[config.mk]
export PLATFORM = sky130hd
export DESIGN_NAME = priority_ready_queue_scheduler_unit
export DESIGN_NICKNAME = d
export VERILOG_FILES = /design/src/prq_pkg.sv /design/src/priority_ready_queue_scheduler_unit.sv /design/src/prq_front.sv /design/src/prq_back.sv
export SDC_FILE = /design/constraint.sdc
export NUM_CORES = 2
export LEC_CHECK = 0
export ABC_AREA = 1
export BUFFER_PORTS_ARGS = -buffer_cell sky130_fd_sc_hd__buf_2
export CAP_MARGIN = 20
export CORE_ASPECT_RATIO = 1.5
export CORE_MARGIN = 1
export CORE_UTILIZATION = 40
export CTS_CLUSTER_DIAMETER = 80
export DETAILED_ROUTE_END_ITERATION = 10
export GPL_TIMING_DRIVEN = 0
export PLACE_DENSITY = 0.65
export SLEW_MARGIN = 15
export SYNTH_ARGS = -nofsm -noshare
export SYNTH_HDL_FRONTEND = slang
export SYNTH_SLANG_ARGS = --single-unit
[constraint.sdc]
create_clock -name clk -period 4.6 [get_ports clk]
set_clock_uncertainty 0.05 [all_clocks]
set_input_delay 0.92 -clock clk [delete_from_list [all_inputs] [get_ports clk]]
set_output_delay 0.92 -clock clk [all_outputs]
set_load 0.02 [all_outputs]
[src/prq_pkg.sv]
package prq_pkg;

  typedef enum logic [2:0] {
    REQ_ADD      = 3'd0,
    REQ_SET_BIT  = 3'd1,
    REQ_CLR_BIT  = 3'd2,
    REQ_SCHEDULE = 3'd3,
    REQ_YIELD    = 3'd4,
    REQ_LOCK     = 3'd5,
    REQ_UNLOCK   = 3'd6,
    REQ_NONE     = 3'd7
  } req_t;

  typedef enum logic [1:0] {
    ST_OK       = 2'd0,
    ST_NO_READY = 2'd1,
    ST_QUEUED   = 2'd2,
    ST_RSVD     = 2'd3
  } status_t;

  typedef enum logic [1:0] {
    EX_IDLE,
    EX_READ,
    EX_WRITE,
    EX_OUT
  } ex_state_t;

  typedef struct packed {
    logic [2:0] req_type;
    logic [4:0] task_id;
    logic [4:0] priority_req;
    logic       in_interrupt;
  } req_in_t;

  typedef struct packed {
    logic [4:0]  current_task;
    logic        current_valid;
    logic        switched;
    logic        switch_deferred;
    logic [31:0] ready_bits;
    logic [1:0]  status;
  } resp_out_t;

  localparam int LockMax = 255;

endpackage

[src/priority_ready_queue_scheduler_unit.sv]
// The back end takes one request from the front queue, reads, then writes, link
// tables, and takes no new request until out_ready has taken its response.
// A two-entry queue in front accepts requests while the back end works.
// Reset (rst, synchronous) clears the ready bitmap, queue and task flags and lock count.
// Link and head tables hold no reset value and are written before they are read.
module priority_ready_queue_scheduler_unit #(
  parameter int NUM_PRIORITIES = 32,
  parameter int MAX_TASKS = 32
) (
  input  logic               clk,
  input  logic               rst,
  input  prq_pkg::req_in_t   in_data,
  input  logic               in_valid,
  output logic               in_ready,
  output prq_pkg::resp_out_t out_data,
  output logic               out_valid,
  input  logic               out_ready
);
  import prq_pkg::*;

  req_in_t q_data;
  logic    q_valid;
  logic    q_ready;

  prq_front u_front (
    .clk      (clk),
    .rst      (rst),
    .in_data  (in_data),
    .in_valid (in_valid),
    .in_ready (in_ready),
    .q_data   (q_data),
    .q_valid  (q_valid),
    .q_ready  (q_ready)
  );

  prq_back #(
    .NUM_PRIORITIES (NUM_PRIORITIES),
    .MAX_TASKS      (MAX_TASKS)
  ) u_back (
    .clk       (clk),
    .rst       (rst),
    .q_data    (q_data),
    .q_valid   (q_valid),
    .q_ready   (q_ready),
    .out_data  (out_data),
    .out_valid (out_valid),
    .out_ready (out_ready)
  );

endmodule

[src/prq_front.sv]
module prq_front (
  input  logic            clk,
  input  logic            rst,
  input  prq_pkg::req_in_t in_data,
  input  logic            in_valid,
  output logic            in_ready,
  output prq_pkg::req_in_t q_data,
  output logic            q_valid,
  input  logic            q_ready
);
  import prq_pkg::*;

  req_in_t    buf_data [2];
  logic       wr_ptr;
  logic       rd_ptr;
  logic [1:0] count;

  assign in_ready = (count != 2'd2);
  assign q_valid  = (count != 2'd0);
  assign q_data   = buf_data[rd_ptr];

  always_ff @(posedge clk) begin
    if (in_valid && in_ready) begin
      buf_data[wr_ptr] <= in_data;
    end
    if (rst) begin
      wr_ptr <= 1'b0;
      rd_ptr <= 1'b0;
      count  <= 2'd0;
    end else begin
      if (in_valid && in_ready) begin
        wr_ptr <= ~wr_ptr;
      end
      if (q_valid && q_ready) begin
        rd_ptr <= ~rd_ptr;
      end
      unique case ({in_valid && in_ready, q_valid && q_ready})
        2'b10:   count <= count + 2'd1;
        2'b01:   count <= count - 2'd1;
        default: count <= count;
      endcase
    end
  end

endmodule

[src/prq_back.sv]
module prq_back #(
  parameter int NUM_PRIORITIES = 32,
  parameter int MAX_TASKS = 32
) (
  input  logic              clk,
  input  logic              rst,
  input  prq_pkg::req_in_t  q_data,
  input  logic              q_valid,
  output logic              q_ready,
  output prq_pkg::resp_out_t out_data,
  output logic              out_valid,
  input  logic              out_ready
);
  import prq_pkg::*;

  localparam int TW = (MAX_TASKS > 1) ? $clog2(MAX_TASKS) : 1;
  localparam int PW = (NUM_PRIORITIES > 1) ? $clog2(NUM_PRIORITIES) : 1;

  logic [TW-1:0] mem_head [NUM_PRIORITIES];
  logic [TW-1:0] mem_tail [NUM_PRIORITIES];
  logic [TW-1:0] mem_next [MAX_TASKS];
  logic [TW-1:0] mem_prev [MAX_TASKS];

  logic [NUM_PRIORITIES-1:0] queue_nonempty;
  logic [MAX_TASKS-1:0]      task_queued;
  logic [31:0]               ready_mask;
  logic [TW-1:0]             running_task;
  logic [PW-1:0]             run_prio;
  logic                      running_valid;
  logic                      yield_pending;
  logic [7:0]                lock_count;
  logic                      switch_pending;

  ex_state_t state;
  ex_state_t state_next;
  req_in_t   cur;
  status_t   status;
  logic      sel;

  // Operands latched in the read cycle.
  logic          do_add;
  logic          do_rot;
  logic          do_pick;
  logic [PW-1:0] op_p;
  logic [TW-1:0] op_id;
  logic          rd_ne;
  logic [TW-1:0] rd_head;
  logic [TW-1:0] rd_tail;
  logic [TW-1:0] rd_next;
  logic [TW-1:0] rd_prev;
  logic [TW-1:0] pick_head;
  logic [PW-1:0] pick_p;

  logic          lsb_found;
  logic [PW-1:0] lsb_idx;

  always_comb begin
    lsb_found = 1'b0;
    lsb_idx   = '0;
    for (int i = NUM_PRIORITIES - 1; i >= 0; i--) begin
      if (ready_mask[i]) begin
        lsb_found = 1'b1;
        lsb_idx   = PW'(i);
      end
    end
  end

  logic [TW-1:0] id_w;
  logic [4:0]    p_in;
  logic          id_ok;
  logic          p_ok;
  logic          perform;
  logic          rot_ok;

  assign id_w    = TW'(cur.task_id);
  assign p_in    = cur.priority_req;
  assign id_ok   = 32'(cur.task_id) < 32'(MAX_TASKS);
  assign p_ok    = 32'(cur.priority_req) < 32'(NUM_PRIORITIES);
  assign perform = !cur.in_interrupt && (lock_count == 8'd0);
  assign rot_ok  = running_valid && task_queued[running_task] && queue_nonempty[run_prio];

  logic    dec_add;
  logic    dec_rot;
  logic    dec_pick;
  logic    dec_sel;
  status_t dec_status;

  always_comb begin
    dec_add    = 1'b0;
    dec_rot    = 1'b0;
    dec_pick   = 1'b0;
    dec_sel    = 1'b0;
    dec_status = ST_OK;
    unique case (req_t'(cur.req_type))
      REQ_ADD: begin
        if (id_ok && p_ok) begin
          if (task_queued[id_w]) begin
            dec_status = ST_QUEUED;
          end else begin
            dec_add = 1'b1;
          end
        end
      end
      REQ_SCHEDULE, REQ_YIELD: begin
        if (perform) begin
          if ((yield_pending || req_t'(cur.req_type) == REQ_YIELD) && rot_ok) begin
            dec_rot = 1'b1;
            dec_sel = 1'b1;
          end else if (!lsb_found || !queue_nonempty[lsb_idx]) begin
            dec_status = ST_NO_READY;
          end else begin
            dec_pick = 1'b1;
            dec_sel  = 1'b1;
          end
        end
      end
      default: ;
    endcase
  end

  always_comb begin
    state_next = state;
    unique case (state)
      EX_IDLE:  if (q_valid) state_next = EX_READ;
      EX_READ:  state_next = EX_WRITE;
      EX_WRITE: state_next = EX_OUT;
      EX_OUT:   if (out_ready) state_next = EX_IDLE;
      default:  state_next = EX_IDLE;
    endcase
  end

  assign q_ready   = (state == EX_IDLE);
  assign out_valid = (state == EX_OUT);

  always_comb begin
    out_data.current_task    = running_valid ? 5'(running_task) : 5'd0;
    out_data.current_valid   = running_valid;
    out_data.switched        = sel;
    out_data.switch_deferred = switch_pending;
    out_data.ready_bits      = ready_mask;
    out_data.status          = status;
  end

  logic [TW-1:0] rot_new_head;
  assign rot_new_head = (rd_head == op_id) ? rd_next : rd_head;

  always_ff @(posedge clk) begin
    if (state == EX_IDLE && q_valid) begin
      cur <= q_data;
    end
    if (state == EX_READ) begin
      op_id     <= (req_t'(cur.req_type) == REQ_ADD) ? id_w : running_task;
      op_p      <= (req_t'(cur.req_type) == REQ_ADD) ? PW'(p_in) : run_prio;
      rd_ne     <= (req_t'(cur.req_type) == REQ_ADD) ? queue_nonempty[PW'(p_in)]
                                                    : queue_nonempty[run_prio];
      rd_head   <= mem_head[(req_t'(cur.req_type) == REQ_ADD) ? PW'(p_in) : run_prio];
      rd_tail   <= mem_tail[(req_t'(cur.req_type) == REQ_ADD) ? PW'(p_in) : run_prio];
      rd_next   <= mem_next[running_task];
      rd_prev   <= mem_prev[running_task];
      pick_head <= mem_head[lsb_idx];
      pick_p    <= lsb_idx;
    end
    if (state == EX_WRITE) begin
      if (do_add) begin
        if (rd_ne) begin
          mem_next[rd_tail] <= op_id;
          mem_prev[op_id]   <= rd_tail;
        end else begin
          mem_head[op_p] <= op_id;
        end
        mem_tail[op_p] <= op_id;
      end
      if (do_rot && rd_tail != op_id) begin
        if (rd_head == op_id) begin
          mem_head[op_p] <= rd_next;
        end else begin
          mem_next[rd_prev] <= rd_next;
          mem_prev[rd_next] <= rd_prev;
        end
        mem_next[rd_tail] <= op_id;
        mem_prev[op_id]   <= rd_tail;
        mem_tail[op_p]    <= op_id;
      end
    end

    if (rst) begin
      state          <= EX_IDLE;
      queue_nonempty <= '0;
      task_queued    <= '0;
      ready_mask     <= '0;
      running_task   <= '0;
      run_prio       <= '0;
      running_valid  <= 1'b0;
      yield_pending  <= 1'b0;
      lock_count     <= 8'd0;
      switch_pending <= 1'b0;
      do_add         <= 1'b0;
      do_rot         <= 1'b0;
      do_pick        <= 1'b0;
      status         <= ST_OK;
      sel            <= 1'b0;
    end else begin
      state <= state_next;
      if (state == EX_WRITE) begin
        if (do_rot) begin
          running_task <= (rd_tail != op_id) ? rot_new_head : rd_head;
        end else if (do_pick) begin
          running_task <= pick_head;
          run_prio     <= pick_p;
        end
      end
      if (state == EX_READ) begin
        do_add  <= dec_add;
        do_rot  <= dec_rot;
        do_pick <= dec_pick;
        status  <= dec_status;
        sel     <= dec_sel;
        unique case (req_t'(cur.req_type))
          REQ_ADD: begin
            if (dec_add) begin
              task_queued[id_w] <= 1'b1;
              queue_nonempty[PW'(p_in)] <= 1'b1;
              ready_mask[PW'(p_in)] <= 1'b1;
            end
          end
          REQ_SET_BIT: if (p_ok) ready_mask[PW'(p_in)] <= 1'b1;
          REQ_CLR_BIT: if (p_ok) ready_mask[PW'(p_in)] <= 1'b0;
          REQ_SCHEDULE, REQ_YIELD: begin
            if (!perform) begin
              switch_pending <= 1'b1;
              if (req_t'(cur.req_type) == REQ_YIELD) yield_pending <= 1'b1;
            end else begin
              switch_pending <= 1'b0;
              yield_pending  <= 1'b0;
              if (dec_pick) running_valid <= 1'b1;
            end
          end
          REQ_LOCK:   if (lock_count != 8'(LockMax)) lock_count <= lock_count + 8'd1;
          REQ_UNLOCK: if (lock_count != 8'd0) lock_count <= lock_count - 8'd1;
          default: ;
        endcase
      end
    end
  end

endmodule

======== Word-level counts from Yosys, hierarchy flattened ========
Memory sizes are Yosys's and may differ from the RTL's. A register that Yosys moved wholly into a read port is not among the register bits.
Cells that the tools add are included.
cells by class
  $add $sub $neg .......................... 4
  $lt $le $gt $ge ......................... 7
  equal/unequal tests ..................... 22
  mux-type cells .......................... 143
  bitwise logic cells ..................... 18
  reductions and logical operators ........ 34
operator list
  cell                                                                                  count
  5-bit two-way mux                                                                     43
  32-bit bitwise OR                                                                     3
  32-bit one-hot mux with 3 select lines                                                1
  1-bit two-way mux                                                                     80
  32-bit bitwise AND                                                                    1
  32-bit two-way mux                                                                    1
  32-bit inverter                                                                       1
  5-bit by 6-bit less-than comparator with 1-bit output (second input constant)         5
  1-bit binary-select mux with 5-bit select                                             5
  8-bit two-way mux                                                                     2
  8-bit one-hot mux with 2 select lines                                                 1
  5-bit == test                                                                         3
  3-bit AND reduction                                                                   4
  1-bit demux with 5-bit select                                                         2
  5-bit by 1-bit greater-or-equal comparator with 1-bit output (second input constant)  2
  2-bit two-way mux                                                                     5
  2-bit by 1-bit != test with 1-bit output (second input constant)                      5
  2-bit nonzero test                                                                    5
  3-bit == test (second input constant)                                                 3
  1-bit logical AND                                                                     9
  8-bit by 1-bit adder with 8-bit output (second input constant)                        1
  8-bit logical NOT                                                                     1
  8-bit != test (second input constant)                                                 1
  2-bit one-hot mux with 2 select lines                                                 2
  22 further kinds                                                                      42
storage, ports and cells
  flip-flop bits (word level) ............. 145
  memory bits (writable) .................. 668
  bits of input ports ..................... 18
  output and inout port bits .............. 44
  word-level logic and storage cells ...... 255
  memories ................................ 5
memory list
  name              depth  bits a word  rd ports  clocked after Yosys merged registers in  write ports  RTL line         text
  u_back.mem_head   32     5            2         2                                        1            prq_back.sv:19   logic [TW-1:0] mem_head [NUM_PRIORITIES];
  u_back.mem_next   32     5            1         1                                        2            prq_back.sv:21   logic [TW-1:0] mem_next [MAX_TASKS];
  u_back.mem_prev   32     5            1         1                                        2            prq_back.sv:22   logic [TW-1:0] mem_prev [MAX_TASKS];
  u_back.mem_tail   32     5            1         1                                        1            prq_back.sv:20   logic [TW-1:0] mem_tail [NUM_PRIORITIES];
  u_front.buf_data  2      14           1         1                                        1            prq_front.sv:13  req_in_t buf_data [2];

======== Longest topological paths before layout ========
Gate-level depths: netlist (run 1).
  depth after elaboration ................. 41
  gate-level depth with buffers ........... 42
  depth with buffers taken out ............ 41

======== Modules after synthesis ========
Synthesis (run 1) repeated with hierarchy kept, for this count alone.
second synthesis, totals
  cell total of the unflattened synthesis .. 4,372
  area total of the unflattened synthesis .. 41,111.9 sq um
modules (own cells, without submodules)
  module     instances  cells an instance  area an instance (sq um)  seq. area each (sq um)
  prq_back   1          4,291              39,855.7                  23,372.4
  prq_front  1          81                 1,256.2                   940.9

======== Worst setup path before layout (run 1) ========
Ideal clock, no wire load.
  path kind ............................... reg2reg
  start ................................... register u_back.op_id[4]
  end ..................................... memory u_back.mem_head[0][0] (netlist name) (data pin)
  library setup time ...................... 377 ps
  arrival time ............................ 3,041 ps
  required time ........................... 4,173 ps
  slack ................................... 1,132 ps
  stages on the path, launching flop included .. 11
  buffers on the path ..................... 2
  period minus slack after synthesis ...... 3,468 ps
  path through ............................ edfxtp_1 > clkbuf_1 > nor2_1 > nor4_1 > nand2_1 > nor4_1 > nor2_1 > nand2_1 > clkbuf_1 > nor2_1 > a21oi_1
between the ends
  longest elaborated chain between the ends .. 6
  elaborated cells on any way between the ends .. 8
  those cells by class .................... eq/ne: 2; mux: 5; reduce/logical: 1
RTL lines
  item                                                           RTL line                          text
  from (decl)                                                    prq_back.sv:45                    logic [TW-1:0] op_id;
  from (signal assigned)                                         prq_back.sv:152                   op_id <= (req_t'(cur.req_type) == REQ_ADD) ? id_w : running_task;
  5-bit == test / 5-bit != test (equally long branches)          prq_back.sv:174, prq_back.sv:173
  1-bit two-way mux / 1-bit logical AND (equally long branches)  prq_back.sv:174, prq_back.sv:173
  1-bit two-way mux *                                            prq_back.sv:173                   if (do_rot && rd_tail != op_id) begin
  1-bit two-way mux *                                            prq_back.sv:163                   if (state == EX_WRITE) begin
  1-bit two-way mux (not written as such) *                      prq_back.sv:175                   mem_head[op_p] <= rd_next;
  5-bit two-way mux (no source line) *                           --
  to (decl)                                                      prq_back.sv:19
Every way passes the cells marked *; elsewhere a longest branch is shown, timed or not.

==> results of run 1 <==
[worst max-delay path by stage]
stage / depth (start not counted) / from / endpoint
floorplan: 10 / u_back.op_id[4]$_DFFE_PP_ / u_back.mem_head[0][0]$_DFFE_PP_
finish: 12 / u_back.rd_tail[3]$_DFFE_PP_ / u_back.mem_next[18][1]$_DFFE_PP_
global route: 9 / u_back.rd_tail[3]$_DFFE_PP_ / u_back.mem_next[11][4]$_DFFE_PP_
global placement: 10 / u_back.op_id[4]$_DFFE_PP_ / u_back.mem_head[14][1]$_DFFE_PP_
CTS: 10 / u_back.cur[12]$_DFFE_PP_ / u_back.rd_tail[0]$_DFFE_PP_
detailed placement: 11 / u_back.cur[12]$_DFFE_PP_ / u_back.rd_head[0]$_DFFE_PP_
[routing by layer]
layer / wire (um) / GRT usage, % / up-vias
li1: - / - / 16100
met1: 52400 / 32.9 / 17300
met2: 75500 / 50.1 / 2519
met3: 15600 / 5.76 / 769
met4: 13900 / 22.7 / 0
met5: 0 / 0 / -
[flip-flops by register name (all words and copies together), names as in the netlist, 5 cells and up, named ones only]
name                   count
u_back.mem_next          160
u_back.op_p                5
u_front.buf_data          28
u_back.op_id               5
u_back.rd_tail             5
u_back.rd_next             5
u_back.run_prio            5
u_back.id_w                5
u_back.p_in                5
u_back.mem_head          160
u_back.mem_tail          160
u_back.task_queued        32
u_back.lock_count          8
u_back.pick_p              5
u_back.pick_head           5
u_back.queue_nonempty     32
u_back.rd_prev             5
u_back.rd_head             5
u_back.running_task        5
u_back.mem_prev          160
[kinds of logic after synthesis]
group / Yosys count / share of synthesized area, %
fa+ha+maj: 12 / 0.383
compound gates: 1392 / 19.4
xor+xnor: 12 / 0.256
buf+inv: 608 / 5.73
simple gates: 1554 / 15.2
flops: 852 / 59.1
[cells in the mapped netlist, types with 3 or more instances]
library cell    n
dfxtp_1       129
xnor2_1         8
buf_1          21
or2_0           6
nand2_2         3
o21ai_0       850
o211ai_1       87
inv_1         232
a21oi_1       158
a311oi_1        9
nor2_1        582
o211a_1         3
o22ai_1        56
o21ai_1        16
clkinv_1       10
a221oi_1        6
nor4_1         11
a32oi_1         6
or2_2          16
o31ai_1        11
a22oi_1         9
o221ai_1      131
nor3_1         41
or2_1           5
nand2_1       704
a31oi_1        40
and3_1          5
clkbuf_1      321
buf_6           5
nand3_1       175
buf_4           7
edfxtp_1      723
ha_1           11
inv_2           3
buf_2           8
xor2_1          4
[power by group through the flow]
stage	Clock, uW	Sequential [uW]	Combinational, uW
floorplan	0	9600	3510
global placement	0	9800	5620
detailed placement	0	9640	6010
CTS	7160	9480	6030
global route	7450	9520	6670
finish	7160	9500	6280
[critical path: stages (launching register included)]
cell and delay (ns):
edfxtp_1 0.32, clkbuf_1 0.67, inv_1 0.41, o22ai_1 0.22, nor4_1 0.09, nor2_1 0.17, inv_1 0.07, nor2_1 0.30
nand2_1 0.36, nor3_2 0.77, nand2_1 0.17, clkbuf_1 0.24, o21ai_0 0.34
[timing repair]
item | in CTS | in global routing
setup endpoints to repair | 10 | 246
cloned | 0 | 0
gates resized for setup | 2 | 22
hold endpoints to repair | 0 | 0
[cells in the final DEF, fill, tap and decap left out, types with 129 or more instances in the layout]
cell	netlist	final
a21oi_1	158	153
nand3_1	175	175
nand2_1	704	704
clkbuf_1	321	329
inv_1	232	232
o221ai_1	131	131
nor2_1	582	579
dfxtp_1	129	129
o21ai_0	850	839
edfxtp_1	723	723
[final cells by class]
cell class | instances | area (um^2) | area share, %
Sequential cell | 852 | 24300 | 52.5
Multi-Input combinational cell | 2970 | 14600 | 31.5
Clock buffer | 106 | 2360 | 5.10
Tap cell | 1305 | 1630 | 3.53
Buffer | 363 | 1450 | 3.13
Inverter | 245 | 920 | 1.99
Timing Repair Buffer | 76 | 589 | 1.27
Clock inverter | 55 | 452 | 0.975
Antenna cell | 8 | 20.0 | 0.0432
[stage by stage]
| stage | utilization (%) | hold slack [ns] | TNS (ns) |
|---|---|---|---|
| floorplan | - | 0.373 | 0 |
| global placement | 42.4 | 0.387 | -289.18 |
| detailed placement | 42.7 | 0.392 | -3.56 |
| CTS | 45.5 | 0.363 | 0 |
| global route | 45.6 | 0.384 | -0.0918 |
| finish | 45.6 | 0.394 | 0 |
==> reports/results.tsv, run 1 <==
metric	value	unit
ir_drop	0.340	mV
via_per_inst	6.14	
place_area	43400	um^2
yosysSeqAreaShare	59.1	%
grt_first_pass_wirelength	228000	um
fin_total_pwr	22900	uW
grt_use_total	29.7	%
synth-seq-cells	852	
setup_ws	0.0150	ns
p_int	14800	uW
initial_core_util	40.5	%
setup_viol	0	
hold_viol	0	
clkSlewWorstSetupHoldPaths	0.06	ns
synth_edf_count	723	
holdPathEnd	u_front.buf_data[1][11]$_DFFE_PP_	
place_congestion	1.05	
fmax	218	MHz
ys.flop_type	edfxtp_1	
report.final.slew_viol_count	0	
period_share	99.7	%
critPathLaunchType	flop	
synthTopCellsByArea	edfxtp_1, o21ai_0, nand2_1	
rr_startpoint	u_back.rd_tail[3]$_DFFE_PP_	
async_flop_share	0	%
insertion_delay	0.69	ns
postSynthCellCount	4430	
die_x	264	um
drc	0	
port_buffers	60	
cp.arrival	4.83	ns
nFillCells	9650	
avgSynthCellArea	9.29	um^2
wl	157000	um
period_needed	4.58	ns
stdcell_count	5980	
postCtsSetupRepairBufs	0	
rr_endpoint	u_back.mem_next[18][1]$_DFFE_PP_	
synth_area	41100	um^2
switching_share	35.6	%
drtIter0Drc	5513	
ys.warnings.count	0	
syn-num-nets	4460	
post_drt_wl_per_cell	26.3	um
antenna_found_initial	4	
cp-end-kind	flop	
grt_pass1_vias	35000	
finalNetCount	4626	
cts_sinks	852	
p_leak	0.0158	uW
critical_path_class	reg2reg	
overflow	0	
ant_nets	0	
relSlewSlack	10.1	%
cts_tree	yes	
cts_max_level	3	
dp_hpwl	111000	um
seqPwrFrac	41.4	%
synth.largest_area_cell	edfxtp_1	
crit_fanout	10	
cts_inserted_buffers	88	
syn_to_final_growth	12.6	%
drtPass1Iterations	9	
ios	62	
pwr-share-comb	27.4	%
dieArea	104000	um^2
die_height	395	um
worstMarginPinSlew	1.35	ns
rows	143	
grt_max_degree	48	
design_area	46300	um^2
p_switching	8160	uW
cts_root_buffer	clkbuf_16	
drv_cap	0	
drive_gt1_share	5.79	%
cts_buffer_depth	3	
r2r_slack	0.02	ns
hold_depth	1	
post-place-ws	-0.410	ns
vias	36700	
hp-class	in2reg	
ctsHoldBuffers	0	
r2r_cells	12	
clockPowerShare	31.2	%
synth_top_cell_area_share	52.8	%
status	finished clean	
synth.distinct_cells	49	
core_region_area	102000	um^2
rsz0062_at_grt	true	
hp-start	in_data[11]	
dp_cells	5809	
power_density	496	nW/um^2
required	4.85	ns
Note: power is estimated with default switching activity, not from simulation.
==> run 2, diff against run 1 <==
Clock period 4.6 ns to 4.38 ns, I/O delays scaled along.
==> run 2 against run 1 <==
  * Flip-flop and latch count unchanged
  * Power increased by 5.2%
  * Final area about the same
  * Non-clock buffer count unchanged
  * Cell count about the same
  * Critical path depth decreased by 1
  * Utilization about the same
  * Count of clock-buffer cells in the layout unchanged
  * Register-to-register slack about the same
  * Die area unchanged
  * Largest power group unchanged
  * Highest routed layer is now met5
==> reports/results.tsv, run 2 (synthesized netlist as in run 1, its figures left out) <==
metric	value	unit	change
vias	36700		-0.13%
drtIter0Drc	5326		-3.4%
hp-class	in2reg		
cts_root_buffer	clkbuf_16		
mostFrequentLayoutCell	o21ai_0		
stdcell_count	5975		-0.084%
cp.arrival	4.60	ns	-0.23 ns
wl	158000	um	+0.37%
cts_max_level	3		unchanged
dieArea	104000	um^2	unchanged
required	4.63	ns	-0.22 ns
dp_hpwl	111000	um	unchanged
critical_path_class	reg2reg		
cp-end-kind	flop		
drtPass1Iterations	7		-2
critPathLaunchType	flop		
place_congestion	1.05		unchanged
drt-met1-wl	52600	um	+0.50%
power_density	521	nW/um^2	+5.2%
clkSlewWorstSetupHoldPaths	0.06	ns	about the same
antenna_found_initial	4		unchanged
p_leak	0.0158	uW	about the same
insertion_delay	0.69	ns	about the same
met2_length	75600	um	+0.19%
holdWs	0.345	ns	-0.0491 ns
cts_inserted_buffers	88		unchanged
grt_first_pass_wirelength	228000	um	about the same
drv_cap	0		unchanged
setup_viol	0		unchanged
ctsHoldBuffers	0		unchanged
overflow	0		unchanged
drive_gt1_share	5.91	%	+0.13 points
grt_pass1_vias	35100		+0.077%
fin_total_pwr	24100	uW	+5.2%
crit_path_end	u_back.mem_next[18][1]$_DFFE_PP_		
final_cell_mix	o21ai_0, edfxtp_1, nand2_1, nor2_1, clkbuf_1		
port_buffers	60		unchanged
rr_startpoint	u_back.rd_tail[3]$_DFFE_PP_		
cts_tree	yes		
worstMarginPinSlew	1.34	ns	-0.0134 ns
status	finished clean		
dp_cells	5809		unchanged
r2r_cells	11		-1
finalNetCount	4626		unchanged
initial_core_util	40.5	%	unchanged
top_layer_used	met5		
period_share	99.4	%	-0.24 points
crit_fanout	10		unchanged
multi_input_area	14600	um^2	about the same
rows	143		unchanged
via_per_inst	6.14		about the same
syn_to_final_growth	12.6	%	about the same
period_needed	4.35	ns	-0.230 ns
relSlewSlack	11.0	%	+0.89 points
post_drt_wl_per_cell	26.4	um	+0.45%
final_util	45.6	%	about the same
nFillCells	9644		-0.062%
cts_buffer_depth	3		unchanged
fmax	230	MHz	+5.3%
hold_viol	0		unchanged
rr_endpoint	u_back.mem_next[18][1]$_DFFE_PP_		
grt_use_total	29.7	%	about the same
r2r_slack	0.03	ns	about the same
ios	62		unchanged
report.final.slew_viol_count	0		unchanged
ir_drop	0.357	mV	+4.9%
final-seq-area	24300	um^2	unchanged
cts_sinks	852		unchanged
startpoint	u_back.rd_tail[3]$_DFFE_PP_		
wl_met3	15500	um	about the same
die_x	264	um	unchanged
grt_max_degree	48		unchanged
die_height	395	um	unchanged
ant_nets	0		unchanged
rsz0062_at_grt	false		
drc	0		unchanged
core_region_area	102000	um^2	unchanged
## run 2: changes by cell type in the layout (fill, tap and decap cells not counted), sizes merged
cell    before  now
diode        8    3
clkbuf     427  426
buf        117  118
## run 2: final cells by class
| class | instances | share of cell area (%) |
|---|---|---|
| diodes | 3 | 0.0162 |
| plain buffers | 361 | 3.11 |
| clock buffers | 106 | 5.10 |
| clock inverters | 55 | 0.975 |
| inverters | 245 | 1.99 |
| multi-input cells | 2970 | 31.5 |
| flip-flops and latches | 852 | 52.5 |
| well taps | 1305 | 3.53 |
| repair buffers | 78 | 1.31 |
## run 2: worst max-delay path: stages, from the launching register on
cell      delay, ns
edfxtp_1       0.81
inv_1          0.38
o22ai_1        0.21
nor4_1         0.09
nor2_1         0.17
inv_1          0.07
nor2_1         0.31
nand2_1        0.36
nor3_2         0.74
nand2_1        0.16
clkbuf_1       0.25
o21ai_0        0.34
## run 2: how the worst min path moves through the flow
| stage | start | end | slack [ns] | cells after the start |
|---|---|---|---|---|
| 2_1_floorplan | u_back.yield_pending$_SDFFE_PP0P_ | u_back.yield_pending$_SDFFE_PP0P_ | 0.37 | 2 |
| 3_3_place_gp | u_back.yield_pending$_SDFFE_PP0P_ | u_back.yield_pending$_SDFFE_PP0P_ | 0.39 | 2 |
| 3_5_place_dp | u_back.yield_pending$_SDFFE_PP0P_ | u_back.yield_pending$_SDFFE_PP0P_ | 0.39 | 2 |
| 4_1_cts | in_data[11] | u_front.buf_data[1][11]$_DFFE_PP_ | 0.32 | 1 |
| 5_1_grt | in_data[11] | u_front.buf_data[0][11]$_DFFE_PP_ | 0.34 | 1 |
| 6_report | in_data[11] | u_front.buf_data[0][11]$_DFFE_PP_ | 0.35 | 1 |
## run 2: layer usage
metal | up-vias | global-route usage, %
met3 | 772 | 6.07
met5 | - | 0
met1 | 17200 | 32.7
li1 | 16100 | -
met2 | 2555 | 49.9
met4 | 2 | 23.1
## run 2: through the flow
step / worst slack, ns / TNS [ns] / instance area, um^2
finish: 0.0250 / 0 / 46300
global route: 0.0125 / 0 / 46300
CTS: 0.00587 / 0 / 46200
detailed placement: -0.630 / -6.13 / 43400
global placement: -1.78 / -424.44 / 43100
floorplan: 0.912 / 0 / 41100
## run 2: timing repair
item / 4_1_cts / 5_1_grt
buffers inserted: 0 / 1
setup endpoints to repair: 46 / 455
gates resized for setup: 7 / 27
## run 2: power breakdown
group	total [uW]	switching, uW	internal [uW]
sequential	10000	334	9670
clock	7530	3330	4200
combinational	6600	4940	1660
total	24100	8610	15500
